<file path="src/rtl/core/smeu_pkg.sv">
`default_nettype none
// ----------------------------------------------------------------------------
// smeu_pkg
// shared types and codes for the stack machine execute unit
// ----------------------------------------------------------------------------
package smeu_pkg;

	typedef enum logic [4:0] {
		OP_PUSH = 5'd0, OP_ADD = 5'd1, OP_SUB = 5'd2, OP_DIV = 5'd3, OP_MUL = 5'd4,
		OP_MOD = 5'd5, OP_LT = 5'd6, OP_LE = 5'd7, OP_GT = 5'd8, OP_GE = 5'd9,
		OP_EQ = 5'd10, OP_NE = 5'd11, OP_NOT = 5'd12, OP_DUP = 5'd13, OP_DUMP = 5'd14,
		OP_JMP = 5'd15, OP_JZ = 5'd16, OP_JNZ = 5'd17, OP_HALT = 5'd18
	} opcode_t;

	typedef enum logic [3:0] {
		ST_OK = 4'd0, ST_HALTED = 4'd1, ST_OVERFLOW = 4'd2, ST_UNDERFLOW = 4'd3,
		ST_BAD_INDEX = 4'd4, ST_BAD_ADDR = 4'd5, ST_ILLEGAL = 4'd6,
		ST_DIV_ZERO = 4'd7, ST_IGNORED = 4'd8
	} status_t;

	typedef enum logic [1:0] {
		ALU_MUL = 2'd0, ALU_DIV = 2'd1, ALU_MOD = 2'd2
	} alu_op_t;

	typedef struct packed {
		logic    start;
		alu_op_t op;
	} alu_ctl_t;

endpackage
`default_nettype wire

</file>
<file path="src/rtl/core/smeu_alu.sv">
`default_nettype none
// ----------------------------------------------------------------------------
// smeu_alu
// iterative multiplier and signed divider, one bit per cycle
// ----------------------------------------------------------------------------
module smeu_alu (
	input  wire                     clk,
	input  wire                     arst_n,
	input  wire smeu_pkg::alu_ctl_t ctl,
	input  wire  [63:0]             b,
	input  wire  [63:0]             a,
	output logic                    done,
	output logic [63:0]             result
);

	logic [6:0]       cnt_q;
	logic             busy_q;
	smeu_pkg::alu_op_t op_q;
	logic [63:0]      acc_q;
	logic [63:0]      md_q;
	logic [63:0]      qt_q;
	logic             neg_q_q;
	logic             neg_r_q;
	logic [64:0]      trial;
	logic [63:0]      rem_sh;
	logic [63:0]      mag_b;
	logic [63:0]      mag_a;

	assign mag_b = b[63] ? (~b + 64'd1) : b;
	assign mag_a = a[63] ? (~a + 64'd1) : a;
	assign rem_sh = {acc_q[62:0], qt_q[63]};
	assign trial = {1'b0, rem_sh} - {1'b0, md_q};

	always_ff @(posedge clk or negedge arst_n) begin
		if (!arst_n) begin
			busy_q <= 1'b0;
			cnt_q  <= '0;
			done   <= 1'b0;
		end else begin
			done <= 1'b0;
			if (ctl.start) begin
				busy_q  <= 1'b1;
				cnt_q   <= '0;
				op_q    <= ctl.op;
				neg_q_q <= b[63] ^ a[63];
				neg_r_q <= b[63];
				acc_q   <= '0;
				if (ctl.op == smeu_pkg::ALU_MUL) begin
					md_q <= b;
					qt_q <= a;
				end else begin
					md_q <= mag_a;
					qt_q <= mag_b;
				end
			end else if (busy_q) begin
				if (cnt_q == 7'd64) begin
					busy_q <= 1'b0;
					done   <= 1'b1;
					case (op_q)
						smeu_pkg::ALU_MUL: result <= acc_q;
						smeu_pkg::ALU_DIV: result <= neg_q_q ? (~qt_q + 64'd1) : qt_q;
						default:           result <= neg_r_q ? (~acc_q + 64'd1) : acc_q;
					endcase
				end else begin
					cnt_q <= cnt_q + 7'd1;
					if (op_q == smeu_pkg::ALU_MUL) begin
						acc_q <= (acc_q << 1) + (qt_q[63] ? md_q : 64'd0);
						qt_q  <= qt_q << 1;
					end else if (!trial[64]) begin
						acc_q <= trial[63:0];
						qt_q  <= {qt_q[62:0], 1'b1};
					end else begin
						acc_q <= rem_sh;
						qt_q  <= {qt_q[62:0], 1'b0};
					end
				end
			end
		end
	end

endmodule
`default_nettype wire

</file>
<file path="config.mk">
export PLATFORM = sky130hd
export DESIGN_NAME = smeu_alu
export DESIGN_NICKNAME = d
export VERILOG_FILES = /design/src/rtl/core/smeu_pkg.sv /design/src/rtl/core/smeu_alu.sv
export SDC_FILE = /design/constraint.sdc
export NUM_CORES = 1
export LEC_CHECK = 0
export BUFFER_PORTS_ARGS = -buffer_cell sky130_fd_sc_hd__buf_2
export CORE_MARGIN = 2
export CORE_UTILIZATION = 53
export CTS_CLUSTER_DIAMETER = 100
export DETAILED_ROUTE_END_ITERATION = 8
export GPL_TIMING_DRIVEN = 0
export PLACE_DENSITY = 0.84
export SYNTH_ARGS = -nofsm -noshare
export SYNTH_HDL_FRONTEND = slang
export SYNTH_SLANG_ARGS = --single-unit
</file>
<file path="constraint.sdc">
create_clock -name clk -period 12.09 [get_ports clk]
set_input_delay 2.418 -clock clk [delete_from_list [all_inputs] [get_ports clk]]
set_output_delay 2.418 -clock clk [all_outputs]
set_load 0.03 [all_outputs]
</file>
; ---- After elaboration in Yosys (flattened, before gate mapping)
; Index checks and enable logic that the tools add are counted.
[totals]
input_bits = 133
regBits = 269
output_inout_bits = 65
[classes]
add_sub_neg = 7
n_eq_ne = 3
reduce_logical = 7
n_mux = 26
n_bitwise = 6
[op_table]
columns = cell, n
row1 = 2-to-1 mux 64 bit, 14
row2 = "adder 64 x 1 -> 64 bit, second input constant", 4
row3 = NOT 64 bit, 4
row4 = one-hot mux 64 bit (2 select lines), 1
row5 = subtractor 64 x 64 -> 65 bit, 1
row6 = adder 64 bit, 1
row7 = 2-to-1 mux 7 bit, 3
row8 = 2-to-1 mux 1 bit, 8
row9 = "adder 7 x 1 -> 7 bit, second input constant", 1
row10 = "== test 7 bit, second input constant", 1
row11 = logical NOT 2 bit, 2
row12 = AND reduction 2 bit, 2
row13 = AND reduction 4 bit, 1
row14 = AND reduction 3 bit, 1
row15 = "== test 2 x 1 -> 1 bit, second input constant", 1
row16 = "!= test 2 bit, second input constant", 1
row17 = nonzero test 2 bit, 1
row18 = NOT 1 bit, 1
row19 = XOR 1 bit, 1

; ---- Longest topological paths before layout
; Gate-level depths: netlist of the first run.
[depth]
word_depth = 6
ltp_mapped = 17

; ---- Worst setup path after synthesis of the first run
; Ideal clock, no wire load.
[synth_timing]
path_kind = input to register
start = in ctl[2] (netlist bit)
end = reg qt_q[0], enable pin
path_buffers = 3
path_stages = 5
slack_ns = 5.666
required_time_ns = 11.597
t_arrival_ns = 5.931
path_cell_list = clkbuf_1 nor2_1 clkbuf_1 buf_1 nor2b_1
[synth_via]
elab_chain_cells = 2
elab_cells_between_ends = 3
classes_between = 1 x eq/ne / 2 x reduce/logical
[synth_rtl]
columns = item, line
row1 = start: declaration, smeu_alu.sv:9  ; input wire smeu_pkg::alu_ctl_t ctl,
row2 = != test 2 bit (no source line) / nonzero test 2 bit (equally long branches), --
row3 = AND reduction 3 bit (no source line) (*), --
row4 = end signal: assignment, smeu_alu.sv:53  ; qt_q <= mag_b;
row5 = end signal: assignment, smeu_alu.sv:68  ; qt_q <= qt_q << 1;
row6 = end signal: assignment, smeu_alu.sv:71  ; qt_q <= {qt_q[62:0], 1'b1};
row7 = end: declaration, smeu_alu.sv:21  ; logic [63:0] qt_q;
; Every way passes the cells marked *; elsewhere a longest branch is shown, timed or not.
; A chain may end at the register's enable or synchronous reset.

; ---- Final worst setup path of the first run
[layout_timing]
start = reg qt_q[63]
end = reg acc_q[6] (data pin)
[layout_via]
elab_chain_cells = 5
elab_cells_between_ends = 7
classes_between = 2 x add/sub / 5 x mux
[layout_rtl]
columns = item, line
row1 = subtractor 64 x 64 -> 65 bit / 2-to-1 mux 64 bit (equally long branches), "smeu_alu.sv:32, smeu_alu.sv:67"
row2 = 2-to-1 mux 64 bit / adder 64 bit (equally long branches), "smeu_alu.sv:69, smeu_alu.sv:67"
row3 = 2-to-1 mux 64 bit (*), smeu_alu.sv:66  ; if (op_q == smeu_pkg::ALU_MUL) begin
row4 = 2-to-1 mux 64 bit (*), smeu_alu.sv:56  ; if (cnt_q == 7'd64) begin
row5 = 2-to-1 mux 64 bit (*), smeu_alu.sv:55  ; end else if (busy_q) begin
row6 = end signal: assignment, smeu_alu.sv:67  ; acc_q <= (acc_q << 1) + (qt_q[63] ? md_q : 64'd0);
row7 = end signal: assignment, smeu_alu.sv:70  ; acc_q <= trial[63:0];
row8 = end signal: assignment, smeu_alu.sv:73  ; acc_q <= rem_sh;
row9 = end: declaration, smeu_alu.sv:19  ; logic [63:0] acc_q;
; Marked as above.

==> out/qor.txt, run 1 <==
max incr delay on CP: 0.97 ns
Worst-Skew Late Latency: 0.62 ns
setup tns final: 0 ns
Cell Chain, Critical Path: inv_2, clkbuf_1, ha_1, fa_1, nand2b_1, a211oi_1, o21ai_0, a21oi_1, o311ai_0, o21a_1, o31ai_1, nand2_1, clkbuf_1, a211oi_1, a21oi_1, a22o_1
Top Ports: 198
pin count of the biggest net entering global routing: 72
asr flop ratio synth: 3.35%
Setup CP Type: flip-flop to flip-flop
Seq/Total Area, Yosys: 31.3%
VDD IR-drop max: 0.000111 V
reg2reg end: acc_q[6]
status: complete, no violations
Slew Limit Fails: 0
register-to-register setup slack: 5.06 ns
Synth area leader: edfxtp_1
WP data required: 12.46 ns
initial antenna violation count: 1
HP Class: flip-flop to flip-flop
antenna cells: 0
Highest Clock Rate: 142 MHz
synth unique cells: 85
power per cell area: 124 nW/µm²
TritonRoute pass-1 iters: 7
DRC errors left: 0
Die Wd: 224 µm
yosys warns: 0
Initial DRC Count: 3848
Worst-Margin Slew: 1.26 ns
Power Total: 3.54 mW
max_cap viols: 0
Final min period: 7.03 ns
crit path launch type: flip-flop
grt total ovfl: 0
routed vias/inst: 6.56
number of nets in the layout: 3640
Yosys reg bits: 269
Worst Skew: 0.0348 ns
Post-CTS Setup Bufs: 0
top-area cell type share of the netlist area: 30.4%
synth top area cells: edfxtp_1 (30%), xor2_1 (6.9%), o21ai_0 (6.6%)
total die area: 50200 µm²
Gate Count Post-Synth: 3142
via count: 26300
clk slew on worst S/H paths: 0.07 ns
Crit. End Element: flip-flop
worst setup path end: acc_q[6]
Mapped Nets: 3410
slack of the critical path: 5.06 ns
CTS buffer count: 31
Post-CTS Hold Buffers: 0
unrepaired setup endpoints after global routing: no
Rel. slew slack: 15.7%
critical path's slowest cell: o31ai_1
pre-CTS WS: 5.51 ns
PortBufs: 194
H-tree Lvls: 1
Placeable Area: 47700 µm²
RR Startpoint: qt_q[63]
GRT Util Overall: 37.1%
first-pass GRT wire length: 142000 µm
Syn Std Cell Area: 25700 µm²
crit-path max FO: 10
hold violation count in the final report: 0
root buf cell: clkbuf_16
share of cells above drive strength 1: 9.60%
crit path from: qt_q[63]
Layout area overhead: 10.9%
die height: 224 µm
CTS resizes: 0
ys flop type: edfxtp_1
Initial Util: 53.8%
Final Core Density: 59.6%
number of synthesized flops with an enable pin: 260
clock sinks: 269
detailed-placement wirelength estimate: 77400 µm
Final Cycle Share: 58.2%
routed length per instance: 23.8 µm
vias in the first global route: 24000
static leakage: 11.2 nW
hold_ws: 0.563 ns
# setup viols final: 0
Worst EP arrival: 7.41 ns
Rows: 80
CTS tree: built
Post-Route WL: 95400 µm
Max Root-Sink Buffers: 3
Register-to-Register Path Depth: 16
Avg Cell Area, Syn: 8.17 µm²
GPL Wtd Cong: 1.06
Antenna Nets Post-Route: 0
==> cell usage in the layout (no fill, tap or decap), types with 31 or more instances in the layout <==
master     instances
a211oi_1          46
a21o_1           101
a21oi_1          226
a31oi_1           35
buf_2            199
clkbuf_1         178
clkbuf_16         31
edfxtp_1         260
ha_1             133
inv_1            109
mux2_2            38
nand2_1          373
nand2b_1          38
nand3_1           61
nand4_1           45
nor2_1           246
nor3_1            54
o211ai_1          57
o21ai_0          337
o31ai_1           75
or3_1             49
xnor2_1           95
xor2_1           203
==> Yosys cell counts, drive strengths merged (56+ instances only) <==
cell type	number
a21o	101
a21oi	226
clkbuf	174
edfxtp	260
ha	133
inv	110
nand2	373
nand3	61
nor2	246
nor3	56
o211ai	57
o21ai	341
o31ai	76
xnor2	95
xor2	203
==> critical path, delay by kind of cell, from the launching register on <==
| kind | cells | cell delay (ns) |
|---|---|---|
| AOI/OAI and AO/OA | 9 | 3.30 |
| DFF | 1 | 0.70 |
| buffers and inverters | 3 | 1.17 |
| and+or+nand+nor | 2 | 0.81 |
| adders and majority gates | 2 | 0.80 |
==> final cells by class <==
class	instances	area [µm²]
multi-input combinational	2577	16500
fill	4209	19300
buffer	186	713
inverter	110	413
clock inverter	21	180
timing repair buffer	197	1050
sequential	269	8030
tap	615	769
clock buffer	35	791
==> per-stage QoR <==
stage	cells	instance area [µm²]
5_1_grt	4010	28500
4_1_cts	4010	28500
2_1_floorplan	3142	25700
3_3_place_gp	3951	27400
3_5_place_dp	3954	27500
6_report	4010	28500
==> kinds of logic (layout without fill, tap and decap cells) <==
kind of cell	after synthesis	in the layout	share of synthesized area, %
compound gates	1072	1072	26.5
simple gates	1013	1013	18.6
xor+xnor	298	298	10.2
buf+inv	296	549	4.39
flops	269	269	31.3
fa+ha+maj	135	135	6.64
mux	59	59	2.49
==> worst min-delay path by stage <==
stage | slack (ns) | startpoint | cells after the start | end
finish | 0.56 | cnt_q[6] | 2 | cnt_q[6]
global route | 0.62 | cnt_q[2] | 2 | cnt_q[2]
CTS | 0.57 | cnt_q[6] | 2 | cnt_q[6]
detailed placement | 0.56 | cnt_q[6] | 2 | cnt_q[6]
global placement | 0.54 | cnt_q[6] | 2 | cnt_q[6]
floorplan | 0.51 | cnt_q[6] | 2 | cnt_q[6]
==> where the power goes <==
group          switching [mW]  total, mW  internal [mW]
sequential              0.118       1.25           1.13
combinational           0.869       1.36          0.489
clock                   0.434      0.933          0.499
==> state kept, by name, indices dropped and copies added, names as in the netlist <==
name	count
acc_q	64
busy_q	1
cnt_q	7
done	1
md_q	64
neg_q_q	1
neg_r_q	1
op_q	2
qt_q	64
result	64
==> metal layers <==
| metal | part of all wire (%) | wire length, µm | track usage (%) | vias to the layer above |
|---|---|---|---|---|
| li1 | - | - | - | 12100 |
| met1 | 39 | 36800 | 49.9 | 12000 |
| met2 | 42 | 40200 | 55.5 | 1869 |
| met3 | 13 | 12500 | 7.94 | 335 |
| met4 | 6.2 | 5930 | 20.6 | 2 |
| met5 | 0.014 | 13 | 0 | - |
No activity file was read; power rests on OpenSTA's default activity.
==> run 2, diff against run 1 <==
--- a/config.mk
+++ b/config.mk
@@ -11,7 +11,7 @@
 export CTS_CLUSTER_DIAMETER = 100
 export DETAILED_ROUTE_END_ITERATION = 8
 export GPL_TIMING_DRIVEN = 0
-export PLACE_DENSITY = 0.84
+export PLACE_DENSITY = 0.87
 export SYNTH_ARGS = -nofsm -noshare
 export SYNTH_HDL_FRONTEND = slang
 export SYNTH_SLANG_ARGS = --single-unit
==> constraint.sdc (replaced) <==
create_clock -name clk -period 5.7 [get_ports clk]
set_input_delay 1.14 -clock clk [delete_from_list [all_inputs] [get_ports clk]]
set_output_delay 1.14 -clock clk [all_outputs]
set_load 0.03 [all_outputs]
==> out/qor.txt, run 2 (same netlist as run 1, synthesis figures left out) <==
status: complete, no violations
CTS tree: built
routed vias/inst: 6.63
unrepaired setup endpoints after global routing: no
GPL Wtd Cong: 1.03
Power Total: 7.45 mW
Antenna Nets Post-Route: 0
area of the multi-input gates: 16500 µm²
CTS buffer count: 29
DR WL met2: 39600 µm
Highest Clock Rate: 182 MHz
Worst-Margin Slew: 1.18 ns
clk slew on worst S/H paths: 0.06 ns
Rows: 80
Worst-Skew Late Latency: 0.58 ns
detailed-placement wirelength estimate: 76900 µm
Initial Util: 53.8%
placed cell areas: 27500 µm²
FF+latch area: 8030 µm²
WL met3: 12800 µm
Final Cycle Share: 96.2%
PortBufs: 194
routed metal-1 wire length: 36000 µm
Final Core Density: 59.6%
hold_ws: 0.564 ns
final instance area: 28400 µm²
Crit. End Element: flip-flop
hold violation count in the final report: 0
DRC errors left: 0
root buf cell: clkbuf_16
static leakage: 11.2 nW
commonest non-fill, non-tap cells in the layout: nand2_1 (373), o21ai_0 (337), edfxtp_1 (260)
pre-CTS WS: -0.917 ns
VDD IR-drop max: 0.000238 V
FILL cells: 4129
final std cells w/o fill: 4010
Worst EP arrival: 5.81 ns
Worst Skew: 0.0213 ns
grt total ovfl: 0
first-pass GRT wire length: 144000 µm
routed length per instance: 23.9 µm
die height: 224 µm
clock sinks: 269
Rel. slew slack: 21.3%
slack of the critical path: 0.218 ns
# setup viols final: 0
total die area: 50200 µm²
H-tree Lvls: 1
Final min period: 5.48 ns
number of nets in the layout: 3639
Post-Route WL: 95900 µm
Layout area overhead: 10.8%
setup tns final: 0 ns
crit-path max FO: 17
GRT Util Overall: 37.4%
commonest non-fill, non-tap cell in the layout: nand2_1
vias in the first global route: 24500
Post-CTS Hold Buffers: 0
HP Class: flip-flop to flip-flop
WP data required: 6.03 ns
Max Used Layer: met4
crit path launch type: flip-flop
max_cap viols: 0
Max Root-Sink Buffers: 3
Die Wd: 224 µm
share of cells above drive strength 1: 9.67%
dpl cells: 3954
Placeable Area: 47700 µm²
Slew Limit Fails: 0
Initial DRC Count: 4287
Setup CP Type: flip-flop to flip-flop
initial antenna violation count: 3
via count: 26600
TritonRoute pass-1 iters: 7
power per cell area: 262 nW/µm²
Top Ports: 198
pin count of the biggest net entering global routing: 72
-- run 2: cell count changes in the layout (fill, tap and decap cells not counted), moves of 2 or more --
| cell | previous run | this run |
|---|---|---|
| inv_8 | 2 | 0 |
| clkbuf_16 | 31 | 29 |
| diode_2 | 0 | 2 |
| clkinv_2 | 2 | 4 |
| clkbuf_1 | 178 | 175 |
| buf_4 | 1 | 3 |
-- run 2: worst paths after layout --
| check | slack (ns) | depth (start not counted) | start | endpoint |
|---|---|---|---|---|
| worst min-delay path | 0.56 | 2 | cnt_q[6] | cnt_q[6] |
| worst max-delay path | 0.22 | 16 | qt_q[63] | acc_q[6] |
| max in group asynchronous | 4.76 | 2 | arst_n | cnt_q[4] |
| min in group asynchronous | 0.67 | 2 | arst_n | done |
| worst min register to register | 0.56 | 2 | cnt_q[6] | cnt_q[6] |
| worst max register to register | 0.22 | 16 | qt_q[63] | acc_q[6] |
-- run 2: cell type report --
| class | instances | area share, % |
|---|---|---|
| inverter | 110 | 1.45 |
| tap | 615 | 2.70 |
| multi-input combinational | 2577 | 58.1 |
| clock inverter | 21 | 0.638 |
| clock buffer | 32 | 2.59 |
| buffer | 185 | 2.50 |
| antenna | 2 | 0.0176 |
| sequential | 269 | 28.2 |
| timing repair buffer | 199 | 3.74 |
-- run 2: report_power, final --
part	internal, mW	switching (mW)
Sequential	2.39	0.246
Combinational	1.04	1.87
Clock	1.03	0.872
Total	4.46	2.98
-- run 2: critical path, stage by stage (launching register included) --
cell and delay, ns:
edfxtp_1 0.32, buf_4 0.18, inv_2 0.21, ha_1 0.28
fa_1 0.41, nand2b_1 0.19, a211oi_1 0.30, o21ai_0 0.25
a21oi_1 0.42, o311ai_0 0.30, o21a_1 0.35, o31ai_4 0.48
nand2_1 0.48, clkbuf_2 0.42, a211oi_1 0.32, a21oi_1 0.07
a22o_1 0.24
-- run 2: per-layer routing --
metal / up-vias / global-route usage (%)
li1: 12100 / -
met1: 12100 / 49.2
met2: 2008 / 54.5
met3: 376 / 8.49
met4: 0 / 26.1
met5: - / 0
-- run 2: repair_timing --
action,CTS,global route
gates resized for setup,2,2
endpoints found under the setup margin,61,61
setup buffers,2,0
